==> src/hw/rtl/mbrm_pkg.sv <==
// ----------------------------------------------------------------------------
// mbrm_pkg: Modbus RTU read master shared definitions
// Command and result codes, field widths and the CRC-16 byte step.
// ----------------------------------------------------------------------------
package mbrm_pkg;

  localparam int CMD_W      = 2;
  localparam int KIND_W     = 2;
  localparam int CFG_IDX_W  = 2;
  localparam int IN_DATA_W  = 56;  // 5 fields, 56 bits, already whole bytes
  localparam int OUT_DATA_W = 48;  // 41 field bits padded to 6 bytes

  localparam int FRAME_LEN = 8;
  localparam int CRC_SPAN  = 6;

  typedef enum logic [CMD_W-1:0] {
    CMD_REQUEST = 2'd0,
    CMD_RX_BYTE = 2'd1,
    CMD_TICK    = 2'd2
  } cmd_t;

  typedef enum logic [KIND_W-1:0] {
    KIND_TX      = 2'd0,
    KIND_VALUE   = 2'd1,
    KIND_TIMEOUT = 2'd2
  } kind_t;

  typedef enum logic [CFG_IDX_W-1:0] {
    REG_REPLY_ADDRESS = 2'd0,
    REG_TIMEOUT_TICKS = 2'd1
  } cfg_reg_t;

  localparam logic [7:0]  REPLY_ADDRESS_RESET = 8'd1;
  localparam logic [7:0]  TIMEOUT_TICKS_RESET = 8'd200;
  localparam logic [15:0] CRC_INIT            = 16'hFFFF;
  localparam logic [15:0] CRC_POLY            = 16'hA001;
  localparam logic [7:0]  COUNT_TWO           = 8'd2;
  localparam logic [7:0]  COUNT_FOUR          = 8'd4;

  // Fold one byte into the reflected Modbus CRC-16.
  function automatic logic [15:0] crc_byte(input logic [15:0] crc_in,
                                           input logic [7:0]  data);
    logic [15:0] c;
    c = crc_in ^ {8'd0, data};
    for (int b = 0; b < 8; b++) begin
      if (c[0]) begin
        c = (c >> 1) ^ CRC_POLY;
      end else begin
        c = c >> 1;
      end
    end
    return c;
  endfunction

endpackage

==> src/hw/rtl/modbus_rtu_read_master_unit.sv <==
// ----------------------------------------------------------------------------
// modbus_rtu_read_master_unit: Modbus RTU read-holding-registers master
// Builds request frames with CRC-16, parses the reply and runs the timeout.
// ----------------------------------------------------------------------------
// A request word yields eight transmit words on the output stream, one per
// cycle while the output is not stalled: the first leaves in the cycle after
// the request is taken from the input register, and the CRC is folded in one
// byte per transmit word as the header bytes go out. Received-byte and tick
// words are not taken while a frame is in flight; those that give no result
// pass even while the output is stalled. An input register and the output
// register part the two sides, so a new word is taken while a result waits.
// Configuration writes are always ready and must be made while the block is
// idle.
module modbus_rtu_read_master_unit (
  input  logic                           clk,
  input  logic                           rst,
  // slave side
  input  logic                           s_axis_tvalid,
  output logic                           s_axis_tready,
  // [7:0] slave_addr, [15:8] function_code, [31:16] reg_addr,
  // [47:32] word_count, [55:48] rx_byte
  input  logic [mbrm_pkg::IN_DATA_W-1:0] s_axis_tdata,
  input  logic [mbrm_pkg::CMD_W-1:0]     s_axis_tuser,   // [1:0] cmd
  // master side
  output logic                           m_axis_tvalid,
  input  logic                           m_axis_tready,
  // [7:0] tx_byte, [39:8] value, [40] four_byte, [47:41] zero
  output logic [mbrm_pkg::OUT_DATA_W-1:0] m_axis_tdata,
  output logic [mbrm_pkg::KIND_W-1:0]    m_axis_tuser,   // [1:0] kind
  output logic                           m_axis_tlast,
  // configuration
  input  logic                           cfg_valid,
  output logic                           cfg_ready,
  input  logic [mbrm_pkg::CFG_IDX_W-1:0] cfg_index,
  input  logic [7:0]                     cfg_data
);
  import mbrm_pkg::*;

  typedef enum logic [2:0] {
    PH_ADDR  = 3'd0,
    PH_FUNC  = 3'd1,
    PH_COUNT = 3'd2,
    PH_DATA  = 3'd3,
    PH_CRC   = 3'd4
  } phase_t;

  localparam logic [2:0] CRC_LO_POS = 3'(CRC_SPAN);
  localparam logic [2:0] LAST_POS   = 3'(FRAME_LEN - 1);

  // configuration
  logic [7:0] reply_address;
  logic [7:0] timeout_ticks;

  // input register
  logic                 in_valid;
  logic [CMD_W-1:0]     in_cmd;
  logic [IN_DATA_W-1:0] in_data;

  // parser and timeout state
  phase_t      parse_phase, parse_phase_next;
  logic [2:0]  byte_position, byte_position_next;
  logic [31:0] data_shift, data_shift_next;
  logic        count_is_four, count_is_four_next;
  logic        awaiting_reply, awaiting_reply_next;
  logic [7:0]  ticks_left, ticks_left_next;

  // frame generator
  logic        frame_active;
  logic [2:0]  frame_pos;
  logic [39:0] frame_shift;
  logic [15:0] crc;

  // output register
  logic        out_valid;
  kind_t       out_kind;
  logic [7:0]  out_tx;
  logic [31:0] out_value;
  logic        out_four;
  logic        out_last;

  // item decode
  logic        out_free;
  logic        consume;
  logic        start_frame;
  logic        item_emit;
  kind_t       item_kind;
  logic [31:0] item_value;
  logic        item_four;
  logic [7:0]  in_slave_addr;
  logic [7:0]  in_rx_byte;
  logic [7:0]  frame_byte;
  logic [2:0]  data_bytes;

  assign in_slave_addr = in_data[7:0];
  assign in_rx_byte    = in_data[55:48];

  assign out_free      = !out_valid || m_axis_tready;
  assign consume       = in_valid && !frame_active &&
                         (out_free || !(item_emit || start_frame));
  assign s_axis_tready = !in_valid || consume;
  assign cfg_ready     = 1'b1;

  assign m_axis_tvalid = out_valid;
  assign m_axis_tuser  = out_kind;
  assign m_axis_tlast  = out_last;
  assign m_axis_tdata  = {7'd0, out_four, out_value, out_tx};

  assign data_bytes = count_is_four ? 3'd4 : 3'd2;

  always_comb begin
    parse_phase_next    = parse_phase;
    byte_position_next  = byte_position;
    data_shift_next     = data_shift;
    count_is_four_next  = count_is_four;
    awaiting_reply_next = awaiting_reply;
    ticks_left_next     = ticks_left;
    start_frame         = 1'b0;
    item_emit           = 1'b0;
    item_kind           = KIND_TX;
    item_value          = 32'd0;
    item_four           = 1'b0;
    case (in_cmd)
      CMD_REQUEST: begin
        start_frame         = 1'b1;
        parse_phase_next    = PH_ADDR;
        byte_position_next  = 3'd0;
        data_shift_next     = 32'd0;
        count_is_four_next  = 1'b0;
        awaiting_reply_next = 1'b1;
        ticks_left_next     = timeout_ticks;
      end
      CMD_RX_BYTE: begin
        if (awaiting_reply) begin
          case (parse_phase)
            PH_ADDR: begin
              if (in_rx_byte == reply_address) begin
                parse_phase_next = PH_FUNC;
              end
            end
            PH_FUNC: begin
              parse_phase_next = PH_COUNT;
            end
            PH_COUNT: begin
              if (in_rx_byte == COUNT_TWO || in_rx_byte == COUNT_FOUR) begin
                count_is_four_next = (in_rx_byte == COUNT_FOUR);
                byte_position_next = 3'd0;
                data_shift_next    = 32'd0;
                parse_phase_next   = PH_DATA;
              end
            end
            PH_DATA: begin
              data_shift_next = {data_shift[23:0], in_rx_byte};
              if (byte_position + 3'd1 >= data_bytes) begin
                byte_position_next = 3'd0;
                parse_phase_next   = PH_CRC;
              end else begin
                byte_position_next = byte_position + 3'd1;
              end
            end
            default: begin
              byte_position_next = byte_position + 3'd1;
              if (byte_position_next >= 3'd2) begin
                item_emit           = 1'b1;
                item_kind           = KIND_VALUE;
                item_four           = count_is_four;
                item_value          = count_is_four ? data_shift
                                    : {{16{data_shift[15]}}, data_shift[15:0]};
                parse_phase_next    = PH_ADDR;
                byte_position_next  = 3'd0;
                data_shift_next     = 32'd0;
                count_is_four_next  = 1'b0;
                awaiting_reply_next = 1'b0;
                ticks_left_next     = 8'd0;
              end
            end
          endcase
        end
      end
      CMD_TICK: begin
        if (awaiting_reply) begin
          if (ticks_left <= 8'd1) begin
            item_emit           = 1'b1;
            item_kind           = KIND_TIMEOUT;
            ticks_left_next     = 8'd0;
            awaiting_reply_next = 1'b0;
            parse_phase_next    = PH_ADDR;
            byte_position_next  = 3'd0;
            data_shift_next     = 32'd0;
            count_is_four_next  = 1'b0;
          end else begin
            ticks_left_next = ticks_left - 8'd1;
          end
        end
      end
      default: begin
      end
    endcase
  end

  // next frame byte: header bytes from the shift line, then CRC low, high
  always_comb begin
    if (frame_pos < CRC_LO_POS) begin
      frame_byte = frame_shift[39:32];
    end else if (frame_pos == CRC_LO_POS) begin
      frame_byte = crc[7:0];
    end else begin
      frame_byte = crc[15:8];
    end
  end

  always_ff @(posedge clk) begin
    if (rst) begin
      reply_address  <= REPLY_ADDRESS_RESET;
      timeout_ticks  <= TIMEOUT_TICKS_RESET;
      in_valid       <= 1'b0;
      parse_phase    <= PH_ADDR;
      byte_position  <= 3'd0;
      data_shift     <= 32'd0;
      count_is_four  <= 1'b0;
      awaiting_reply <= 1'b0;
      ticks_left     <= 8'd0;
      frame_active   <= 1'b0;
      frame_pos      <= 3'd0;
      out_valid      <= 1'b0;
      out_kind       <= KIND_TX;
      out_last       <= 1'b0;
    end else begin
      if (cfg_valid) begin
        case (cfg_index)
          REG_REPLY_ADDRESS: reply_address <= cfg_data;
          REG_TIMEOUT_TICKS: timeout_ticks <= cfg_data;
          default: begin
          end
        endcase
      end

      if (s_axis_tready) begin
        in_valid <= s_axis_tvalid;
        in_cmd   <= s_axis_tuser;
        in_data  <= s_axis_tdata;
      end

      if (frame_active) begin
        if (out_free) begin
          out_valid <= 1'b1;
          out_kind  <= KIND_TX;
          out_tx    <= frame_byte;
          out_value <= 32'd0;
          out_four  <= 1'b0;
          out_last  <= (frame_pos == LAST_POS);
          if (frame_pos < CRC_LO_POS) begin
            crc         <= crc_byte(crc, frame_shift[39:32]);
            frame_shift <= {frame_shift[31:0], 8'd0};
          end
          frame_pos <= frame_pos + 3'd1;
          if (frame_pos == LAST_POS) begin
            frame_active <= 1'b0;
          end
        end
      end else begin
        if (consume) begin
          parse_phase    <= parse_phase_next;
          byte_position  <= byte_position_next;
          data_shift     <= data_shift_next;
          count_is_four  <= count_is_four_next;
          awaiting_reply <= awaiting_reply_next;
          ticks_left     <= ticks_left_next;
        end
        if (consume && start_frame) begin
          // send the address now, queue the rest of the header
          out_valid    <= 1'b1;
          out_kind     <= KIND_TX;
          out_tx       <= in_slave_addr;
          out_value    <= 32'd0;
          out_four     <= 1'b0;
          out_last     <= 1'b0;
          crc          <= crc_byte(CRC_INIT, in_slave_addr);
          frame_shift  <= {in_data[15:8], in_data[31:24], in_data[23:16],
                           in_data[47:40], in_data[39:32]};
          frame_pos    <= 3'd1;
          frame_active <= 1'b1;
        end else if (consume && item_emit) begin
          out_valid <= 1'b1;
          out_kind  <= item_kind;
          out_tx    <= 8'd0;
          out_value <= item_value;
          out_four  <= item_four;
          out_last  <= 1'b1;
        end else if (out_free) begin
          out_valid <= 1'b0;
        end
      end
    end
  end

  // a frame in flight always has a byte parked in the output register
  a_frame_has_word: assert property (@(posedge clk) disable iff (rst)
    frame_active |-> out_valid)
    else $error("frame active with empty output register");

  a_frame_mid_word: assert property (@(posedge clk) disable iff (rst)
    frame_active |-> (out_kind == KIND_TX && !out_last))
    else $error("non-final transmit word expected while frame active");

  a_frame_awaits: assert property (@(posedge clk) disable iff (rst)
    frame_active |-> awaiting_reply)
    else $error("frame sent without waiting for reply");

  a_header_pos_zero: assert property (@(posedge clk) disable iff (rst)
    (parse_phase == PH_ADDR || parse_phase == PH_FUNC || parse_phase == PH_COUNT)
      |-> byte_position == 3'd0)
    else $error("byte position set outside data and CRC phases");

  a_single_last: assert property (@(posedge clk) disable iff (rst)
    (m_axis_tvalid && m_axis_tuser != KIND_TX) |-> m_axis_tlast)
    else $error("value or timeout word without last");

endmodule

==> config.mk <==
export PLATFORM = sky130hd
export DESIGN_NAME = modbus_rtu_read_master_unit
export DESIGN_NICKNAME = d
export VERILOG_FILES = /design/src/hw/rtl/mbrm_pkg.sv /design/src/hw/rtl/modbus_rtu_read_master_unit.sv
export SDC_FILE = /design/constraint.sdc
export NUM_CORES = 1
export LEC_CHECK = 0
export ABC_AREA = 1
export BUFFER_PORTS_ARGS = -buffer_cell sky130_fd_sc_hd__buf_2
export CORE_MARGIN = 1.5
export CORE_UTILIZATION = 62
export DETAILED_ROUTE_END_ITERATION = 6
export GPL_ROUTABILITY_DRIVEN = 0
export PLACE_DENSITY = 0.84
export SYNTH_ARGS = -nofsm -noshare
export SYNTH_HDL_FRONTEND = slang
export SYNTH_SLANG_ARGS = --single-unit
==> constraint.sdc <==
create_clock -name clk -period 13 [get_ports clk]
set_input_delay 2.6 -clock clk [delete_from_list [all_inputs] [get_ports clk]]
set_output_delay 2.6 -clock clk [all_outputs]
set_load 0.03 [all_outputs]
**Word level (Yosys, flattened, before mapping)**

Index checks and enable logic that the tools add are counted.
Widths: inputs -> output; s select.

- Bitwise gates (word level): 20
- Magnitude comparators: 4
- Equal/unequal tests: 26
- Muxes and demuxes: 170
- Reductions and logical operators: 37
- Add/sub/neg operators: 3

Operators with widths:

| operator | number |
|---|---|
| $mux 16 | 69 |
| $mux 32 | 14 |
| $pmux 32 s3 | 2 |
| $mux 40 | 4 |
| $mux 8 | 11 |
| $not 2->3 | 16 |
| $mux 3 | 15 |
| $mux 1 | 39 |
| $pmux 3 s3 | 3 |
| $pmux 8 s3 | 1 |
| $reduce_and 9->1 | 2 |
| $not 8->16 | 1 |
| $xor 16x8->16 | 1 |
| $ne 2x2->1 const B | 7 |
| $mux 2 | 6 |
| $ne 3x3->1 const B | 4 |
| $pmux 3 s4 | 1 |
| $reduce_and 2->1 | 6 |
| $reduce_and 10->1 | 1 |
| $reduce_bool 3->1 | 3 |
| $eq 8x2->1 const B | 1 |
| $eq 8x3->1 const B | 1 |
| $eq 8x8->1 | 1 |
| $le 8x1->1 const B | 1 |
| 30 further kinds | 50 |

- Register bits: 228
- Output and inout bits: 54
- Logic and storage cells: 281

**Logic depth before layout (Yosys ltp)**

Gate-level depths: netlist (run 1).

- Depth after elaboration: 48
- Gate-level depth with buffers: 16

**Worst setup path after synthesis (run 1)**

No wires, ideal clock.

- Kind: input to register
- Start point: input m_axis_tready
- End point: register in_cmd[0] (enable)
- Stages on the path: 4
- Path buffers: 0
- Path slack: 6.832 ns
- Arrival time: 5.675 ns
- Data required time: 12.507 ns
- Cells stage by stage: nor2_1 -> nand2_4 -> nand2_4 -> a21oi_1

- Word-level cells in the longest chain between the ends: 5

Ends and longest elaborated chain:

| what | line | source |
|---|---|---|
| start, declared | modbus_rtu_read_master_unit.sv:26 | `input logic m_axis_tready,` |
| $logic_or 1x1->1 | modbus_rtu_read_master_unit.sv:97 | `assign out_free = !out_valid \|\| m_axis_tready;` |
| $logic_or 1x1->1 | modbus_rtu_read_master_unit.sv:99 | `(out_free \|\| !(item_emit \|\| start_frame));` |
| $logic_and 1x1->1 | modbus_rtu_read_master_unit.sv:98 | `assign consume = in_valid && !frame_active &&` |
| $logic_or 1x1->1 | modbus_rtu_read_master_unit.sv:100 | `assign s_axis_tready = !in_valid \|\| consume;` |
| $reduce_and 2->1 (no source line) | n/a |  |
| end signal, assigned | modbus_rtu_read_master_unit.sv:239 | `in_cmd <= s_axis_tuser;` |
| end, declared | modbus_rtu_read_master_unit.sv:56 | `logic [CMD_W-1:0] in_cmd;` |

Every way passes these cells.
A chain may end at the register's enable or synchronous reset.

**Worst setup path in the final report (run 1)**

- Start point: input m_axis_tready
- End point: output s_axis_tready

- Word-level cells in the longest chain between the ends: 4

Ends and longest elaborated chain:

| what | line | source |
|---|---|---|
| $logic_or 1x1->1 | modbus_rtu_read_master_unit.sv:97 |  |
| $logic_or 1x1->1 | modbus_rtu_read_master_unit.sv:99 |  |
| $logic_and 1x1->1 | modbus_rtu_read_master_unit.sv:98 |  |
| $logic_or 1x1->1 | modbus_rtu_read_master_unit.sv:100 |  |
| end, declared | modbus_rtu_read_master_unit.sv:19 | `output logic s_axis_tready,` |

Every way passes these cells.

==> impl_metrics.tcl, run 1 <==
set metrics [dict create \
    finalClockSkew_ns 0.00909 \
    slew_headroom_pct 27.3 \
    io_pins 127 \
    grt_first_pass_wirelength_um 30900 \
    antenna_found_initial 0 \
    critPathMaxFanout 4 \
    cp-start-kind "input pin" \
    path_buf_inv 2 \
    ys_types 39 \
    syn_area_um2 10100 \
    cts_tree "built" \
    drtIter0Drc 533 \
    required_ns 10.40 \
    cts_root_buf "clkbuf_16" \
    synth_top_area_share_pct 45.9 \
    fp-row-count 46 \
    ys_warn_count 0 \
    layout.nets 1305 \
    die_h_um 131 \
    diodes 0 \
    synthTopCellsByCount "nand2_1, nor2_1, edfxtp_1, inv_1, dfxtp_1" \
    vias_per_cell 5.15 \
    synthTopCellsByArea "edfxtp_1, dfxtp_1, nand2_1, nor2_1, inv_1" \
    dp_slack_ns 6.89 \
    fp.dieArea_um2 17100 \
    numCtsBuffers 24 \
    layout_worst_path_cycle_share_pct 47.3 \
    powerDensity_nw_per_um2 141 \
    crit_path_cell_trace "buf_2 > nor2_1 > nand2_4 > nand2_4 > nand2_1 > buf_2" \
    syn_area_per_cell_um2 9.14 \
    rsz0062_at_grt "no" \
    ctsResizeCount 0 \
    worstMarginPinSlew_ns 1.09 \
    firstDrtPassIters 5 \
    grt.total_usage_pct 22.6 \
    htreeDepth 1 \
    start_util_pct 63.6 \
    synth_ff_type "edfxtp_1" \
    postSynth.asyncResetShare_pct 0 \
    fin_crit_ns 6.15 \
    grt_pass1_vias 6728 \
    critPathSlowestCell "nor2_1" \
    drcViolationCount 0 \
    crit_family "simple AND/OR/NAND/NOR gates" \
    hp-class "reg2reg" \
    slowest_delay_ns 0.30 \
    clk_pin_slew_worst_paths_ns 0.06 \
    regArea_um2 6120 \
    setup_slack_ns 6.85 \
    tns_ns 0 \
    setup_viol 0 \
    ys_ff_latch 228 \
    yosysMostFrequentCell "nand2_1" \
    fillCellCount 1183 \
    clockBufferDepth 3 \
    drive_gt1_share_pct 16.0 \
    status "completed" \
    finalPower_uw 1630 \
    finalHoldViolCount 0 \
    synth_top_cell_by_area "edfxtp_1" \
    wl_um 19100 \
    drt.antenna.violating_nets 0 \
    cts_setup_buffers 0 \
    fmax_ghz 0.163 \
    port_buffers 118 \
    postLayoutCellArea_um2 11600 \
    crit_type "in2out" \
    grt-ovfl-total 0 \
    crit_arrival_ns 3.55 \
    numClockSinks 228 \
    leakage_uw 0.00505 \
    multi_input_area_um2 3400 \
    ys_seq_area_share_pct 60.3 \
    drv_slew 0 \
    maxCapViolCount 0 \
    end_kind "output pin" \
    ctsHoldBuffers 0 \
    die_w_um 131 \
    clkLatencyLatePin_ns 0.50 \
    synth_edf_count 155 \
    dpl.hpwl_um 12700 \
    syn_inst 1110 \
    grt_max_degree 72 \
    core_um2 15900 \
    max-vdd-ir-drop_uv 111 \
    via_count 7482 \
    wl_per_cell_um 13.1 \
    dpl_cell_area_um2 10800 \
    area_growth_pct 14.4 \
]
[final timing paths]
kind,from,end,slack [ns],cells after the start
hold reg to reg,timeout_ticks[7],timeout_ticks[7],0.46,2
hold / removal,timeout_ticks[7],timeout_ticks[7],0.46,2
setup reg to reg,frame_active,out_value[5],9.89,5
setup / recovery,m_axis_tready,s_axis_tready,6.85,6
[metrics by stage]
| step | hold WS, ns | cells | utilization, % |
|---|---|---|---|
| floorplan | 0.429 | 1116 | - |
| global placement | 0.443 | 1410 | 68.0 |
| detailed placement | 0.448 | 1410 | 68.0 |
| CTS | 0.463 | 1454 | 72.8 |
| global route | 0.488 | 1454 | 72.8 |
| finish | 0.462 | 1454 | 72.8 |
[flip-flops by register name, indices dropped and copies added (netlist names), 3 cells and up]
name and count:
crc 16, in_data 56, timeout_ticks 8, frame_shift 40
out_value 32, reply_address 8, ticks_left 8, out_tx 8
byte_position 3, data_shift 32, frame_pos 3, parse_phase 3
[per-layer routing]
layer  track usage [%]  wire (um)  vias up
met3              3.54       1220       40
li1                  -          -     3793
met1              30.4       8330     3402
met5                 0          0        -
met4              6.66        388        0
met2              38.3       9170      247
[cell type report]
class / instances / share of cell area (%)
clock buffer: 33 / 5.82
inverter: 115 / 3.72
sequential: 228 / 52.7
timing repair buffer: 122 / 5.35
tap: 216 / 2.33
multi-input combinational: 729 / 29.3
clock inverter: 11 / 0.723
[worst reg2reg max path, stage by stage (launching register included)]
cell and delay (ns):
dfxtp_2 0.32, buf_4 0.57, inv_2 0.56, nand2_1 0.23, nand2_1 0.16, nor2_4 0.85
[cell usage in the layout, fill, tap and decap left out, types with 22 or more instances in the layout]
master       n
a21oi_1     38
buf_2      118
clkbuf_16   25
dfxtp_1     72
edfxtp_1   155
inv_1      105
nand2_1    308
nand3_1     36
nor2_1     171
o21ai_0     60
o21ai_1     22
[cells by family after synthesis]
kind of cell,Yosys count,share of synthesized area [%]
flip-flops,228,60.3
AO/OA/AOI/OAI,131,6.75
XOR/XNOR,21,1.81
multiplexers,1,0.0987
AND/OR/NAND/NOR,556,22.9
other,2,0.0740
adder cells (fa/ha/maj),12,1.48
buffers and inverters,159,6.66
[power breakdown]
part | total (uW) | switching (uW) | internal [uW]
clock network | 650 | 267 | 384
logic | 150 | 101 | 49.3
registers | 830 | 16.5 | 814
No activity file was read; power rests on OpenSTA's default activity.
==> run 2: changes to the inputs <==
CORE_UTILIZATION = 58   (was 62)
PLACE_DENSITY = 0.8   (was 0.84)
clock period = 6.2 ns   (was 13 ns; I/O delays follow)
==> impl_metrics.tcl, run 2 (synthesized netlist as in run 1, its figures left out) <==
set metrics [dict create \
    status "completed" \
    max-vdd-ir-drop_uv 272 \
    crit_type "reg2out" \
    comb_power_share_pct 9.3 \
    grt_first_pass_wirelength_um 31300 \
    fin_crit_ns 3.46 \
    layout_common_cells "nand2_1, nor2_1, edfxtp_1, buf_2, inv_1" \
    crit_family "simple AND/OR/NAND/NOR gates" \
    clkLatencyLatePin_ns 0.51 \
    layout.nets 1304 \
    slew_headroom_pct 25.3 \
    powerDensity_nw_per_um2 290 \
    largest-register "in_data" \
    required_ns 4.96 \
    cts_setup_buffers 0 \
    start_util_pct 59.1 \
    die_h_um 135 \
    clk_pin_slew_worst_paths_ns 0.06 \
    layout_worst_path_cycle_share_pct 55.8 \
    power.net_switching_uw 785 \
    slowest_delay_ns 0.40 \
    cts_root_buf "clkbuf_16" \
    core_um2 17200 \
    final_common_cell "nand2_1" \
    p_seq_share_pct 52.0 \
    htreeDepth 1 \
    pwr-share-clk_pct 38.7 \
    drive_gt1_share_pct 15.8 \
    cp-start-kind "flop" \
    crit_arrival_ns 2.22 \
    wl_um 18900 \
    p_int_uw 2560 \
    grt-ovfl-total 0 \
    antenna_found_initial 0 \
    port_buffers 118 \
    diodes 0 \
    postLayoutCellArea_um2 11600 \
    critPathSlowestCell "dfxtp_1" \
    fp.dieArea_um2 18300 \
    dpl.hpwl_um 12800 \
    leakage_uw 0.00502 \
    tns_ns 0 \
    cts_tree "built" \
    ctsHoldBuffers 0 \
    setup_viol 0 \
    fmax_ghz 0.289 \
    drtIter0Drc 472 \
    switching_share_pct 23.4 \
    numCtsBuffers 23 \
    fp-row-count 48 \
    dp.cells 1419 \
    grt.total_usage_pct 21.1 \
    critPathMaxFanout 5 \
    finalHoldViolCount 0 \
    stdcell_count 1461 \
    crit_path_cell_trace "inv_1 > ha_1 > o21ai_2 > nor2_4 > nand3_2 > nand3_2 > nand2_4 > nand2_4 > nand2_1 > buf_2" \
    dp_slack_ns 2.79 \
    reg_top3 "in_data (56), frame_shift (40)" \
    worstMarginPinSlew_ns 1.12 \
    drt.antenna.violating_nets 0 \
    drv_slew 0 \
    path_buf_inv 2 \
    holdWs_ns 0.466 \
    via_count 7406 \
    ctsResizeCount 0 \
    end_kind "output pin" \
    dpl_cell_area_um2 10900 \
    vias_per_cell 5.07 \
    maxCapViolCount 0 \
    die_w_um 135 \
    area_growth_pct 13.9 \
    wl_per_cell_um 12.9 \
    grt_max_degree 68 \
    io_pins 127 \
    setup_slack_ns 2.74 \
    drcViolationCount 0 \
    hp-class "reg2reg" \
    finalClockSkew_ns 0.0200 \
    grt_pass1_vias 6936 \
    firstDrtPassIters 6 \
    rsz0062_at_grt "no" \
    numClockSinks 228 \
    largest_register_ffs 56 \
    clockBufferDepth 3 \
]
## run 2: changes by cell type in the layout (fill, tap and decap cells not counted), sizes merged
cell      change
clkinvlp      -1
clkbuf        +1
clkinv        -2
## run 2: worst reg2reg max path, stage by stage, from the launching register on
cell and delay (ns):
dfxtp_2 0.40, buf_4 0.57, inv_2 0.52, nand2_1 0.22, nand2_1 0.17, nor2_4 0.88
## run 2: power groups by stage
| stage | Clock [uW] | Sequential (uW) | Combinational [uW] |
|---|---|---|---|
| after CTS | 1320 | 1740 | 312 |
| after floorplan | 0 | 1780 | 221 |
| final | 1300 | 1740 | 310 |
| after detailed placement | 0 | 1770 | 310 |
| after global placement | 0 | 1770 | 299 |
| after global routing | 1380 | 1750 | 353 |
## run 2: per-stage QoR
stage                     total power, uW  util [%]
after floorplan                      2000         -
final                                3350      67.3
after detailed placement             2080      63.2
after global routing                 3480      67.3
after CTS                            3380      67.3
after global placement               2070      63.2
## run 2: final timing paths
path / start / end / slack [ns] / depth (start not counted)
hold reg to reg: timeout_ticks[3] / timeout_ticks[3] / 0.47 / 2
setup reg to reg: frame_active / out_value[28] / 3.04 / 5
hold / removal: timeout_ticks[3] / timeout_ticks[3] / 0.47 / 2
setup / recovery: ticks_left[0] / s_axis_tready / 2.74 / 10
## run 2: cell type report
class / instances / area (um2)
Clock buffer: 34 / 637
Fill cell: 1388 / 5620
Sequential cell: 228 / 6120
Tap cell: 225 / 282
Multi-Input combinational cell: 729 / 3400
Timing Repair Buffer: 122 / 621
Inverter: 115 / 432
Clock inverter: 8 / 68.8
## run 2: routing by layer
metal,global-route usage (%),vias up,part of all wire [%]
li1,-,3775,-
met3,3.48,37,5.6
met4,6.87,0,2.2
met1,27.7,3383,44
met5,0,-,0
met2,35.9,211,48
